**src/rtl/core/lsc_pkg.sv**
```systemverilog
`default_nettype none
package lsc_pkg;
	// widths sized for the upper end of every parameter range
	localparam int SMP_W = 10;
	localparam int CAL_W = 8;
	localparam int VAL_W = 10;
	localparam int POS_W = 11;
	localparam int LDIV_NW = 18; // (sample - low) * full scale, full scale up to 1000
	localparam int LDIV_DW = CAL_W;
	localparam int WSUM_W = 15;  // sum of v * k over eight lanes
	localparam int DSUM_W = 13;  // sum of v over eight lanes
	localparam int MDIV_NW = 26; // 2 * unit * weighted sum
	localparam int MDIV_DW = 16; // (sensors - 1) * sum of v
	localparam int MAX_LANES = 8;

	localparam logic [0:0] OP_CAL  = 1'b0;
	localparam logic [0:0] OP_MEAS = 1'b1;

	localparam logic [0:0] REG_DARK_LINE = 1'b0;
	localparam logic [0:0] REG_THRESHOLD = 1'b1;

	localparam logic [VAL_W-1:0] THRESHOLD_RST = 10'd500;

	typedef struct packed {
		logic [VAL_W-1:0] v;
		logic             hit;
	} lane_res_t;
endpackage
`default_nettype wire

```
**src/rtl/core/lsc_if.sv**
```systemverilog
`default_nettype none
interface lsc_in_if;
	logic       valid;
	logic       ready;
	logic       opcode;
	logic [9:0] sample_0;
	logic [9:0] sample_1;
	logic [9:0] sample_2;
	logic [9:0] sample_3;
	logic [9:0] sample_4;
	logic [9:0] sample_5;
	logic [9:0] sample_6;
	logic [9:0] sample_7;
	modport source (output valid, opcode, sample_0, sample_1, sample_2, sample_3,
		sample_4, sample_5, sample_6, sample_7, input ready);
	modport sink (input valid, opcode, sample_0, sample_1, sample_2, sample_3,
		sample_4, sample_5, sample_6, sample_7, output ready);
endinterface

interface lsc_out_if;
	logic               valid;
	logic               ready;
	logic signed [10:0] position;
	logic               line_found;
	modport source (output valid, position, line_found, input ready);
	modport sink (input valid, position, line_found, output ready);
endinterface
`default_nettype wire

```
**src/rtl/core/lsc_div.sv**
```systemverilog
`default_nettype none
// restoring divider, one quotient bit per cycle
module lsc_div #(
	parameter int NW = 18,
	parameter int DW = 8
) (
	input  wire logic          clk,
	input  wire logic          arst_n,
	input  wire logic          start,
	input  wire logic [NW-1:0] num,
	input  wire logic [DW-1:0] den,
	output logic               done,
	output logic [NW-1:0]      quo
);
	localparam int CW = $clog2(NW + 1);

	logic [DW-1:0] rem_q;
	logic [DW-1:0] den_q;
	logic [NW-1:0] quo_q;
	logic [CW-1:0] cnt_q;
	logic          run_q;
	logic          done_q;
	logic [DW:0]   trial;
	logic [DW:0]   diff;
	logic          ge;

	assign trial = {rem_q, quo_q[NW-1]};
	assign ge    = trial >= {1'b0, den_q};
	assign diff  = trial - {1'b0, den_q};

	always_ff @(posedge clk or negedge arst_n) begin
		if (!arst_n) begin
			run_q  <= 1'b0;
			done_q <= 1'b0;
			cnt_q  <= '0;
		end else begin
			done_q <= 1'b0;
			if (start) begin
				run_q <= 1'b1;
				cnt_q <= CW'(NW);
			end else if (run_q) begin
				cnt_q <= cnt_q - 1'b1;
				if (cnt_q == CW'(1)) begin
					run_q  <= 1'b0;
					done_q <= 1'b1;
				end
			end
		end
	end

	always_ff @(posedge clk) begin
		if (start) begin
			rem_q <= '0;
			quo_q <= num;
			den_q <= den;
		end else if (run_q) begin
			rem_q <= ge ? diff[DW-1:0] : trial[DW-1:0];
			quo_q <= {quo_q[NW-2:0], ge};
		end
	end

	assign done = done_q;
	assign quo  = quo_q;
endmodule
`default_nettype wire

```
**src/rtl/core/lsc_lane.sv**
```systemverilog
`default_nettype none
module lsc_lane #(
	parameter int SCALE_FULL = 1000
) (
	input  wire logic                          clk,
	input  wire logic                          arst_n,
	input  wire logic                          cal,
	input  wire logic                          start,
	input  wire logic [lsc_pkg::SMP_W-1:0]     sample,
	input  wire logic                          dark_line,
	input  wire logic [lsc_pkg::VAL_W-1:0]     threshold,
	output lsc_pkg::lane_res_t                 res,
	output logic                               done
);
	localparam logic [lsc_pkg::VAL_W-1:0] SF = lsc_pkg::VAL_W'(SCALE_FULL);

	logic [lsc_pkg::CAL_W-1:0]   lo_q, hi_q, s, span, dden;
	logic [lsc_pkg::LDIV_NW-1:0] dnum, quo;
	logic                        zero_c, full_c, zero_q, full_q, ddone, done_q;
	logic [lsc_pkg::VAL_W-1:0]   v, vd;
	lsc_pkg::lane_res_t          res_q;

	assign s      = sample[lsc_pkg::SMP_W-1:2];
	assign zero_c = (hi_q <= lo_q) || (s <= lo_q);
	assign full_c = s >= hi_q;
	assign span   = hi_q - lo_q;
	assign dden   = (hi_q <= lo_q) ? lsc_pkg::CAL_W'(1) : span;
	assign dnum   = lsc_pkg::LDIV_NW'({10'b0, s - lo_q} * {8'b0, SF});

	lsc_div #(.NW(lsc_pkg::LDIV_NW), .DW(lsc_pkg::LDIV_DW)) u_div (
		.clk(clk), .arst_n(arst_n), .start(start), .num(dnum), .den(dden),
		.done(ddone), .quo(quo)
	);

	always_comb begin
		if (zero_q)      v = '0;
		else if (full_q) v = SF;
		else             v = quo[lsc_pkg::VAL_W-1:0];
		vd = dark_line ? SF - v : v;
	end

	always_ff @(posedge clk or negedge arst_n) begin
		if (!arst_n) begin
			lo_q   <= '1;
			hi_q   <= '0;
			done_q <= 1'b0;
		end else begin
			done_q <= ddone;
			if (cal) begin
				if (s < lo_q) lo_q <= s;
				if (s > hi_q) hi_q <= s;
			end
		end
	end

	always_ff @(posedge clk) begin
		if (start) begin
			zero_q <= zero_c;
			full_q <= full_c;
		end
		if (ddone) begin
			res_q.v   <= vd;
			res_q.hit <= vd >= threshold;
		end
	end

	assign res  = res_q;
	assign done = done_q;
endmodule
`default_nettype wire

```
**src/rtl/core/lsc_merge.sv**
```systemverilog
`default_nettype none
module lsc_merge #(
	parameter int NUM_SENSORS   = 8,
	parameter int POSITION_UNIT = 1000
) (
	input  wire logic                       clk,
	input  wire logic                       arst_n,
	input  wire logic                       start,
	input  wire lsc_pkg::lane_res_t         res [NUM_SENSORS],
	output logic                            done,
	output logic [lsc_pkg::POS_W-1:0]       position,
	output logic                            line_found
);
	localparam logic [lsc_pkg::POS_W:0] PU = (lsc_pkg::POS_W + 1)'(POSITION_UNIT);

	logic [lsc_pkg::WSUM_W-1:0]  wsum, wsum_s1;
	logic [lsc_pkg::DSUM_W-1:0]  dsum, dsum_s1;
	logic                        any, found_s1, found_s2, zden_s2, go_s1, go_s2;
	logic [lsc_pkg::MDIV_NW-1:0] num_s2, quo;
	logic [lsc_pkg::MDIV_DW-1:0] den_s2;
	logic                        dstart, ddone, done_q, found_q, lastpos_q;
	logic [lsc_pkg::POS_W-1:0]   pos_q;
	logic signed [lsc_pkg::POS_W:0] qpos;

	always_comb begin
		wsum = '0;
		dsum = '0;
		any  = 1'b0;
		for (int k = 0; k < NUM_SENSORS; k++) begin
			wsum = wsum + lsc_pkg::WSUM_W'(res[k].v) * lsc_pkg::WSUM_W'(k);
			dsum = dsum + lsc_pkg::DSUM_W'(res[k].v);
			any  = any | res[k].hit;
		end
	end

	assign dstart = go_s2 && found_s2 && !zden_s2;
	assign qpos   = $signed({1'b0, quo[lsc_pkg::POS_W-1:0]}) - $signed(PU);

	lsc_div #(.NW(lsc_pkg::MDIV_NW), .DW(lsc_pkg::MDIV_DW)) u_div (
		.clk(clk), .arst_n(arst_n), .start(dstart), .num(num_s2), .den(den_s2),
		.done(ddone), .quo(quo)
	);

	always_ff @(posedge clk or negedge arst_n) begin
		if (!arst_n) begin
			go_s1     <= 1'b0;
			go_s2     <= 1'b0;
			done_q    <= 1'b0;
			lastpos_q <= 1'b0;
		end else begin
			go_s1  <= start;
			go_s2  <= go_s1;
			done_q <= 1'b0;
			if (go_s2 && !dstart) begin
				done_q <= 1'b1;
				// zero sum with a line seen resolves to center
				if (found_s2) lastpos_q <= 1'b0;
			end else if (ddone) begin
				done_q    <= 1'b1;
				lastpos_q <= qpos > 0;
			end
		end
	end

	always_ff @(posedge clk) begin
		if (start) begin
			wsum_s1  <= wsum;
			dsum_s1  <= dsum;
			found_s1 <= any;
		end
		if (go_s1) begin
			num_s2   <= lsc_pkg::MDIV_NW'(wsum_s1 * (2 * POSITION_UNIT));
			den_s2   <= lsc_pkg::MDIV_DW'(dsum_s1 * (NUM_SENSORS - 1));
			zden_s2  <= dsum_s1 == '0;
			found_s2 <= found_s1;
		end
		if (go_s2 && !dstart) begin
			found_q <= found_s2;
			if (found_s2)       pos_q <= '0;
			else if (lastpos_q) pos_q <= PU[lsc_pkg::POS_W-1:0];
			else                pos_q <= lsc_pkg::POS_W'(-$signed(PU));
		end else if (ddone) begin
			found_q <= 1'b1;
			pos_q   <= qpos[lsc_pkg::POS_W-1:0];
		end
	end

	assign done       = done_q;
	assign position   = pos_q;
	assign line_found = found_q;
endmodule
`default_nettype wire

```
**src/rtl/core/line_sensor_centroid_core.sv**
```systemverilog
`default_nettype none
// Calibrated weighted-centroid line sensor. A calibrate item (opcode 0) widens
// each sensor's stored min/max and produces no result; the next item can be
// taken on the following cycle. A measure item (opcode 1) produces one result:
// every sensor lane scales its sample with a serial divider and registers the
// lane value, registered stages sum and weight the lane values, a serial
// divider forms the centroid, and the merge done register and the wait state
// hand the result to the output register. Items with no line, or with a zero
// sum, skip the second divider. One measure is in flight at a time and the next
// item can be accepted in the same cycle as the result is offered; a finished
// result waits in the output register while the next item is accepted.
module line_sensor_centroid_core #(
	parameter int NUM_SENSORS   = 8,
	parameter int SCALE_FULL    = 1000,
	parameter int POSITION_UNIT = 1000
) (
	input  wire logic       clk,
	input  wire logic       arst_n,
	lsc_in_if.sink          in_ch,
	lsc_out_if.source       out_ch,
	input  wire logic       cfg_we,
	input  wire logic [0:0] cfg_index,
	input  wire logic [9:0] cfg_data
);
	localparam logic [1:0] ST_IDLE = 2'd0;
	localparam logic [1:0] ST_BUSY = 2'd1;
	localparam logic [1:0] ST_WAIT = 2'd2;

	logic [1:0]                    st_q;
	logic                          dark_q;
	logic [lsc_pkg::VAL_W-1:0]     thr_q;
	logic                          acc, meas, cal, mdone, mfound, ovalid_q, ofound_q;
	logic [lsc_pkg::POS_W-1:0]     mpos, opos_q;
	logic [lsc_pkg::SMP_W-1:0]     smp [lsc_pkg::MAX_LANES];
	lsc_pkg::lane_res_t            lres [NUM_SENSORS];
	logic [NUM_SENSORS-1:0]        ldone;

	assign smp[0] = in_ch.sample_0;
	assign smp[1] = in_ch.sample_1;
	assign smp[2] = in_ch.sample_2;
	assign smp[3] = in_ch.sample_3;
	assign smp[4] = in_ch.sample_4;
	assign smp[5] = in_ch.sample_5;
	assign smp[6] = in_ch.sample_6;
	assign smp[7] = in_ch.sample_7;

	assign in_ch.ready = st_q == ST_IDLE;
	assign acc  = in_ch.valid && in_ch.ready;
	assign meas = acc && (in_ch.opcode == lsc_pkg::OP_MEAS);
	assign cal  = acc && (in_ch.opcode == lsc_pkg::OP_CAL);

	for (genvar g = 0; g < NUM_SENSORS; g++) begin : g_lane
		lsc_lane #(.SCALE_FULL(SCALE_FULL)) u_lane (
			.clk(clk), .arst_n(arst_n), .cal(cal), .start(meas), .sample(smp[g]),
			.dark_line(dark_q), .threshold(thr_q), .res(lres[g]), .done(ldone[g])
		);
	end

	lsc_merge #(.NUM_SENSORS(NUM_SENSORS), .POSITION_UNIT(POSITION_UNIT)) u_merge (
		.clk(clk), .arst_n(arst_n), .start(&ldone), .res(lres), .done(mdone),
		.position(mpos), .line_found(mfound)
	);

	always_ff @(posedge clk or negedge arst_n) begin
		if (!arst_n) begin
			st_q     <= ST_IDLE;
			dark_q   <= 1'b0;
			thr_q    <= lsc_pkg::THRESHOLD_RST;
			ovalid_q <= 1'b0;
		end else begin
			if (cfg_we) begin
				case (cfg_index)
					lsc_pkg::REG_DARK_LINE: dark_q <= cfg_data[0];
					lsc_pkg::REG_THRESHOLD: thr_q  <= cfg_data;
					default: ;
				endcase
			end
			if (out_ch.ready) ovalid_q <= 1'b0;
			case (st_q)
				ST_IDLE: if (meas) st_q <= ST_BUSY;
				ST_BUSY: if (mdone) st_q <= ST_WAIT;
				ST_WAIT: begin
					if (!ovalid_q || out_ch.ready) begin
						ovalid_q <= 1'b1;
						st_q     <= ST_IDLE;
					end
				end
				default: st_q <= ST_IDLE;
			endcase
		end
	end

	always_ff @(posedge clk) begin
		if (st_q == ST_WAIT && (!ovalid_q || out_ch.ready)) begin
			opos_q   <= mpos;
			ofound_q <= mfound;
		end
	end

	assign out_ch.valid      = ovalid_q;
	assign out_ch.position   = opos_q;
	assign out_ch.line_found = ofound_q;
endmodule
`default_nettype wire

```
**src/flat_wrapper.sv**
```systemverilog
// flat-port wrapper written by rule: the top's interface ports become plain ports
module line_sensor_centroid_core_flat 
#(
	parameter int NUM_SENSORS   = 8,
	parameter int SCALE_FULL    = 1000,
	parameter int POSITION_UNIT = 1000
)
  (clk, arst_n, cfg_we, cfg_index, cfg_data, in_ch_valid, in_ch_opcode, in_ch_sample_0, in_ch_sample_1, in_ch_sample_2, in_ch_sample_3, in_ch_sample_4, in_ch_sample_5, in_ch_sample_6, in_ch_sample_7, in_ch_ready, out_ch_valid, out_ch_position, out_ch_line_found, out_ch_ready);
  lsc_in_if in_ch_i ();
  lsc_out_if out_ch_i ();
  input  wire logic clk;
  input  wire logic arst_n;
  input  wire logic cfg_we;
  input  wire logic [0:0] cfg_index;
  input  wire logic [9:0] cfg_data;
  input wire logic [$bits(in_ch_i.valid)-1:0] in_ch_valid;
  input wire logic [$bits(in_ch_i.opcode)-1:0] in_ch_opcode;
  input wire logic [$bits(in_ch_i.sample_0)-1:0] in_ch_sample_0;
  input wire logic [$bits(in_ch_i.sample_1)-1:0] in_ch_sample_1;
  input wire logic [$bits(in_ch_i.sample_2)-1:0] in_ch_sample_2;
  input wire logic [$bits(in_ch_i.sample_3)-1:0] in_ch_sample_3;
  input wire logic [$bits(in_ch_i.sample_4)-1:0] in_ch_sample_4;
  input wire logic [$bits(in_ch_i.sample_5)-1:0] in_ch_sample_5;
  input wire logic [$bits(in_ch_i.sample_6)-1:0] in_ch_sample_6;
  input wire logic [$bits(in_ch_i.sample_7)-1:0] in_ch_sample_7;
  output wire logic [$bits(in_ch_i.ready)-1:0] in_ch_ready;
  output wire logic [$bits(out_ch_i.valid)-1:0] out_ch_valid;
  output wire logic [$bits(out_ch_i.position)-1:0] out_ch_position;
  output wire logic [$bits(out_ch_i.line_found)-1:0] out_ch_line_found;
  input wire logic [$bits(out_ch_i.ready)-1:0] out_ch_ready;
  assign in_ch_i.valid = in_ch_valid;
  assign in_ch_i.opcode = in_ch_opcode;
  assign in_ch_i.sample_0 = in_ch_sample_0;
  assign in_ch_i.sample_1 = in_ch_sample_1;
  assign in_ch_i.sample_2 = in_ch_sample_2;
  assign in_ch_i.sample_3 = in_ch_sample_3;
  assign in_ch_i.sample_4 = in_ch_sample_4;
  assign in_ch_i.sample_5 = in_ch_sample_5;
  assign in_ch_i.sample_6 = in_ch_sample_6;
  assign in_ch_i.sample_7 = in_ch_sample_7;
  assign in_ch_ready = in_ch_i.ready;
  assign out_ch_valid = out_ch_i.valid;
  assign out_ch_position = out_ch_i.position;
  assign out_ch_line_found = out_ch_i.line_found;
  assign out_ch_i.ready = out_ch_ready;
  line_sensor_centroid_core #(.NUM_SENSORS(NUM_SENSORS), .SCALE_FULL(SCALE_FULL), .POSITION_UNIT(POSITION_UNIT)) u_core (.clk(clk), .arst_n(arst_n), .in_ch(in_ch_i), .out_ch(out_ch_i), .cfg_we(cfg_we), .cfg_index(cfg_index), .cfg_data(cfg_data));
endmodule
```
**config.mk**
```make
export PLATFORM = sky130hd
export DESIGN_NAME = line_sensor_centroid_core_flat
export DESIGN_NICKNAME = d
export VERILOG_FILES = /design/src/rtl/core/lsc_pkg.sv /design/src/rtl/core/lsc_if.sv /design/src/rtl/core/lsc_div.sv /design/src/rtl/core/lsc_lane.sv /design/src/rtl/core/lsc_merge.sv /design/src/rtl/core/line_sensor_centroid_core.sv /design/src/flat_wrapper.sv
export SDC_FILE = /design/constraint.sdc
export NUM_CORES = 2
export LEC_CHECK = 0
export BUFFER_PORTS_ARGS = -buffer_cell sky130_fd_sc_hd__buf_2
export CAP_MARGIN = 20
export CORE_MARGIN = 4
export CORE_UTILIZATION = 53
export CTS_CLUSTER_DIAMETER = 80
export DETAILED_ROUTE_END_ITERATION = 6
export GPL_TIMING_DRIVEN = 0
export PLACE_DENSITY_LB_ADDON = 0.08
export SLEW_MARGIN = 20
export SYNTH_ARGS = -nofsm -noshare
export SYNTH_HDL_FRONTEND = slang
export SYNTH_SLANG_ARGS = --single-unit
```
**constraint.sdc**
```tcl
create_clock -name clk -period 13.7 [get_ports clk]
set_clock_uncertainty 0.2 [all_clocks]
set_input_delay 0.685 -clock clk [delete_from_list [all_inputs] [get_ports clk]]
set_output_delay 0.685 -clock clk [all_outputs]
set_load 0.02 [all_outputs]
```
# After elaboration in Yosys (flattened, before gate mapping)
# Cells that the tools add are included.
# classes
n_addsub,56
mul,14
n_lt_le_gt_ge,58
n_eq_ne,15
n_mux,141
bitwise,9
reduce_logical,52
# ops
operator,n
$mux W18,16
$mux W10,24
$sub A8 B8 Y8,24
$le A8 B8 Y1,16
$mul A8 B7 Y15 const B,8
$mux W5,18
$ge A10 B10 Y1,8
$sub A10 B10 Y10 const A,8
$ge A9 B8 Y1,8
$ge A8 B8 Y1,8
$gt A8 B8 Y1,8
$lt A8 B8 Y1,8
$mux W1,64
$mux W8,8
$add A13 B10 Y13,4
$mux W26,2
$eq A5 B1 Y1 const B,9
$sub A5 B1 Y5 const B,9
$mux W11,4
$reduce_and A2 Y1,19
$add A15 B13 Y15,2
$mul A10 B3 Y13 const B,2
$mul A10 B2 Y12 const B,2
$mul A15 B7 Y22 const B,1
29 further kinds,65
# word_totals
register_bits,744
input_bits,97
out_inout_bits,14
wordCells,483

# Depth between registers and ports, before layout
# depth
ltp_word,7
ltp_mapped,26
ltp_nobuf,26

# By module
# From an unflattened synthesis, not the netlist that was laid out.
# hier_totals
cells_unflattened,6198
hier_area_um2,64767.1
# by_module_without_submodules
module,instances,cells_each,area_each_um2
lsc_lane at u_core.g_lane[0].u_lane ...,5,420,3973.8
lsc_div at u_core.g_lane[0].u_lane.u_div ...,8,173,2107.0
lsc_merge,1,1075,11767.5
lsc_lane at u_core.g_lane[5].u_lane ...,2,432,3970.1
lsc_lane at u_core.g_lane[7].u_lane,1,412,3882.5
lsc_div at u_core.u_merge.u_div,1,310,3468.3
line_sensor_centroid_core,1,53,983.4

# Worst setup path before layout
# No wires, ideal clock.
# synth_timing
path_kind,reg-to-reg
startpoint,"reg u_core.g_lane[6].u_lane.res_q, in the netlist u_core.g_lane[6].u_lane.res[2]"
endpoint,"reg u_core.u_merge.wsum_s1[14] (netlist bit), data pin"
setup_ns,0.262
arrival_ns,5.828
t_required_ns,13.238
slack_ns,7.410
path_stages_with_launch,24
n_path_buf,0
synth_period_minus_slack_ns,6.290
cell_sequence,edfxtp_1 ha_1 a21o_1 a21oi_1 o21ai_0 a21oi_1 xnor2_1 fa_1 inv_1 fa_1 inv_1 fa_1 fa_1 inv_1 fa_1 inv_1 ha_1 or2_2 a21oi_1 a21oi_1 and4_1 a2111oi_2 a21oi_1 xor2_1
# synth_between
elab_chain_cells,3
# synth_rtl
item,line_no,source
start: declaration,lsc_lane.sv:21,lsc_pkg::lane_res_t res_q;
$mul A10 B2 Y12,lsc_merge.sv:30,wsum = wsum + lsc_pkg::WSUM_W'(res[k].v) * lsc_pkg::WSUM_W'(k);
$add A15 B13 Y15 (2 in a row),lsc_merge.sv:30,
"via u_core.u_merge.wsum, one bit",lsc_merge.sv:16,"logic [lsc_pkg::WSUM_W-1:0] wsum, wsum_s1;"
end signal: assignment,lsc_merge.sv:67,wsum_s1 <= wsum;
end: declaration,lsc_merge.sv:16,
# The timed path passes the listed nets, and every way through them passes these cells.
# A chain may end at the register's enable or synchronous reset.

# Worst setup path in the final report
# layout_timing
startpoint,"reg u_core.g_lane[6].u_lane.res_q, in the netlist u_core.g_lane[6].u_lane.res[1]"
endpoint,"reg u_core.u_merge.wsum_s1[14] (netlist bit), data pin"
# The elaborated chain is that of the path after synthesis.

==> flow_summary.yaml <==
detailed_routing:
  drtAntennaViolNets: 0
  first_pass_iters: 5
  vias: 43300
  drc: 0
  routed_via_density: 5.47
  totalWireLength_um: 144000
  drt_iter0_markers: 2548
  wire_per_inst_um: 18.2
worst_setup_path:
  path_class: "flip-flop to flip-flop"
  rrSetupSlack_ps: 6730
  endpoint_kind: "flip-flop"
  critPathLaunch: "u_core.g_lane[6].u_lane.res[1]$_DFFE_PP_"
  crit_path_start_kind: "flip-flop"
  r2r_start: "u_core.g_lane[6].u_lane.res[1]$_DFFE_PP_"
  critPathArrivalTime_ps: 7180
  crit_required_ps: 13910
  path_max_fanout: 4
yosys:
  synth_edf_count: 423
  synth_cells: 6069
  synth_common_cells: "874 x inv_1, 805 x ha_1, 439 x nor2_1, 423 x edfxtp_1, 411 x fa_1"
  ys_seq_area_share_pct: 33.3
  synth_top_area_cell: "edfxtp_1"
  netlist_top_cells_area: "edfxtp_1 21%, ha_1 16%, fa_1 13%"
  syn_area_sq_um: 61100
  synth.most_common_cell: "inv_1"
  synthArstFlopShare_pct: 29.2
  synth_cell_type_count: 88
  ys_seq_elements: 744
  syn-num-nets: 7382
  synth_top_area_share_pct: 20.8
  synth.avg_cell_area_sq_um: 10.1
  synth_flop_cell: "edfxtp_1"
  yosysWarnings: 0
floorplan:
  die_y_um: 347
  die_area_sq_um: 121000
  dieWidth_um: 347
  num_rows: 124
  core_area_sq_um: 114000
  num_io_pins: 111
  start_util_pct: 53.4
clock_network:
  clk_pin_slew_ps: 60
  hold_buffers: 44
  numClockSinks: 744
  post_cts_resize_count: 0
  root_buffer: "clkbuf_16"
  insertion_delay_ps: 720
  clock_path_buffers: 3
  htree_levels: 3
  numCtsBuffers: 91
  post-cts-setup-buffer-count: 0
  tritoncts: "yes"
sta:
  slew_violations: 0
  fmax_mhz: 143
  period_share_pct: 50.9
  setup_viol: 0
  grt_setup_unrepaired: "false"
  setup_tns_ps: 0
  timing.slew.headroom_pct: 18.0
  worst_pin_slew_ps: 1230
  period_needed_ps: 6970
  hold_violations: 0
final_layout:
  area_growth_pct: 10.1
  final_layout_size_suffix_gt1_share_pct: 7.83
  nNetsFinal: 7620
  final_util_pct: 58.8
global_route:
  grt_pass1_wl_um: 234000
  grt_pass1_vias: 43500
  gr-total-overflow: 0
  track_usage_pct: 24.2
  grt_max_degree: 84
  antenna_found_initial: 3
flow_run:
  cap_viol_max_count: 0
worst_hold_path:
  min-delay-start: "in_ch_sample_5[6]"
  worstHoldPathType: "input port to flip-flop"
status:
  status: "complete, no violations"
placement:
  gp_congestion: 0.937
  port_buffers: 94
  detailed_place_hpwl_um: 112000
layer usage:
layer  global-route usage [%]  share of wire, %  up-vias
met1                     33.0                45    21000
met2                     38.8                45      898
met3                     4.79               5.9      224
met4                     8.29               3.7        2
li1                         -                 -    21200
met5                        0            0.0097        -
path summary, 6_finish.rpt:
check	end	cells past startpoint
setup / recovery	u_core.u_merge.wsum_s1[14]$_DFFE_PP_	24
max in group asynchronous	u_core.g_lane[3].u_lane.lo_q[0]$_DFFE_PN1P_	4
hold reg to reg	u_core.u_merge.u_div.den_q[6]$_DFFE_PP_	0
hold / removal	u_core.g_lane[5].u_lane.lo_q[4]$_DFFE_PN1P_	3
setup reg to reg	u_core.u_merge.wsum_s1[14]$_DFFE_PP_	24
min in group asynchronous	u_core.g_lane[1].u_lane.hi_q[5]$_DFFE_PN0P_	2
through the flow:
stage,hold slack (ps),instance area (sq um),worst slack (ps),instances
6_report,59.1,67200,6730,7901
5_1_grt,28.6,67200,6380,7898
4_1_cts,0.105,67200,6780,7897
3_5_place_dp,205,63600,6740,7681
3_3_place_gp,201,63400,6350,7675
2_1_floorplan,189,61100,7410,6069
critical path, cell delays in order (launching register included):
cell       delay [ps]
edfxtp_1          560
ha_1              260
inv_1              70
fa_1              450
nor2b_1           120
o21ai_0           110
a21boi_0          280
nor2_1            120
fa_1              540
inv_1              50
fa_1              490
inv_1              50
fa_1              390
fa_1              510
inv_1              50
fa_1              520
inv_1              40
ha_1              330
or2_2             280
a21oi_1           140
a21oi_1            70
and4_1            220
a2111oi_2         480
a21oi_1           150
xor2_1            190
layout by cell type, fill, tap and decap left out, types with 75 or more instances in the layout:
master     netlist  routed
inv_1          874     874
ha_1           805     805
nor2_1         439     438
edfxtp_1       423     423
fa_1           411     411
nand2_1        405     405
o21ai_0        384     384
a21oi_1        290     290
xnor2_1        238     238
a21o_1         152     152
nand3_1        152     152
dfrtp_1        147     146
xor2_1         109     109
clkbuf_1       111     108
dfxtp_1        104     104
buf_2            5      99
nor2b_1         95      95
clkbuf_16        0      94
mux2_2          91      91
mux2i_1         83      83
nor3_1          75      75
registers in the layout (all words and copies together) (netlist names), 22 cells and up:
register / count
u_core.g_lane.u_lane.u_div.rem_q: 64
u_core.g_lane.u_lane.hi_q: 64
u_core.g_lane.u_lane.u_div.quo: 144
u_core.u_merge.u_div.quo: 26
u_core.g_lane.u_lane.res: 88
u_core.g_lane.u_lane.u_div.den_q: 64
u_core.u_merge.num_s2: 22
u_core.g_lane.u_lane.lo_q: 64
u_core.g_lane.u_lane.u_div.cnt_q: 40
cell type report:
class	instances	area, sq um
antenna	3	7.51
buffer	135	556
clock buffer	110	2470
clock inverter	62	721
fill	9927	47100
inverter	876	3290
multi-input combinational	4314	36900
sequential	744	20300
tap	1512	1890
timing repair buffer	145	1070
logic make-up after synthesis:
| kind of cell | Yosys count | synth area share [%] |
|---|---|---|
| fa+ha+maj | 1216 | 30.0 |
| flops | 744 | 33.3 |
| simple gates | 1448 | 11.2 |
| buf+inv | 1011 | 6.26 |
| compound gates | 1129 | 11.3 |
| xor+xnor | 347 | 4.98 |
| mux | 174 | 3.04 |
Power is left out: the tool's default activity adds up to more than one toggle a clock period on the data nets, which glitch-free logic cannot reach.
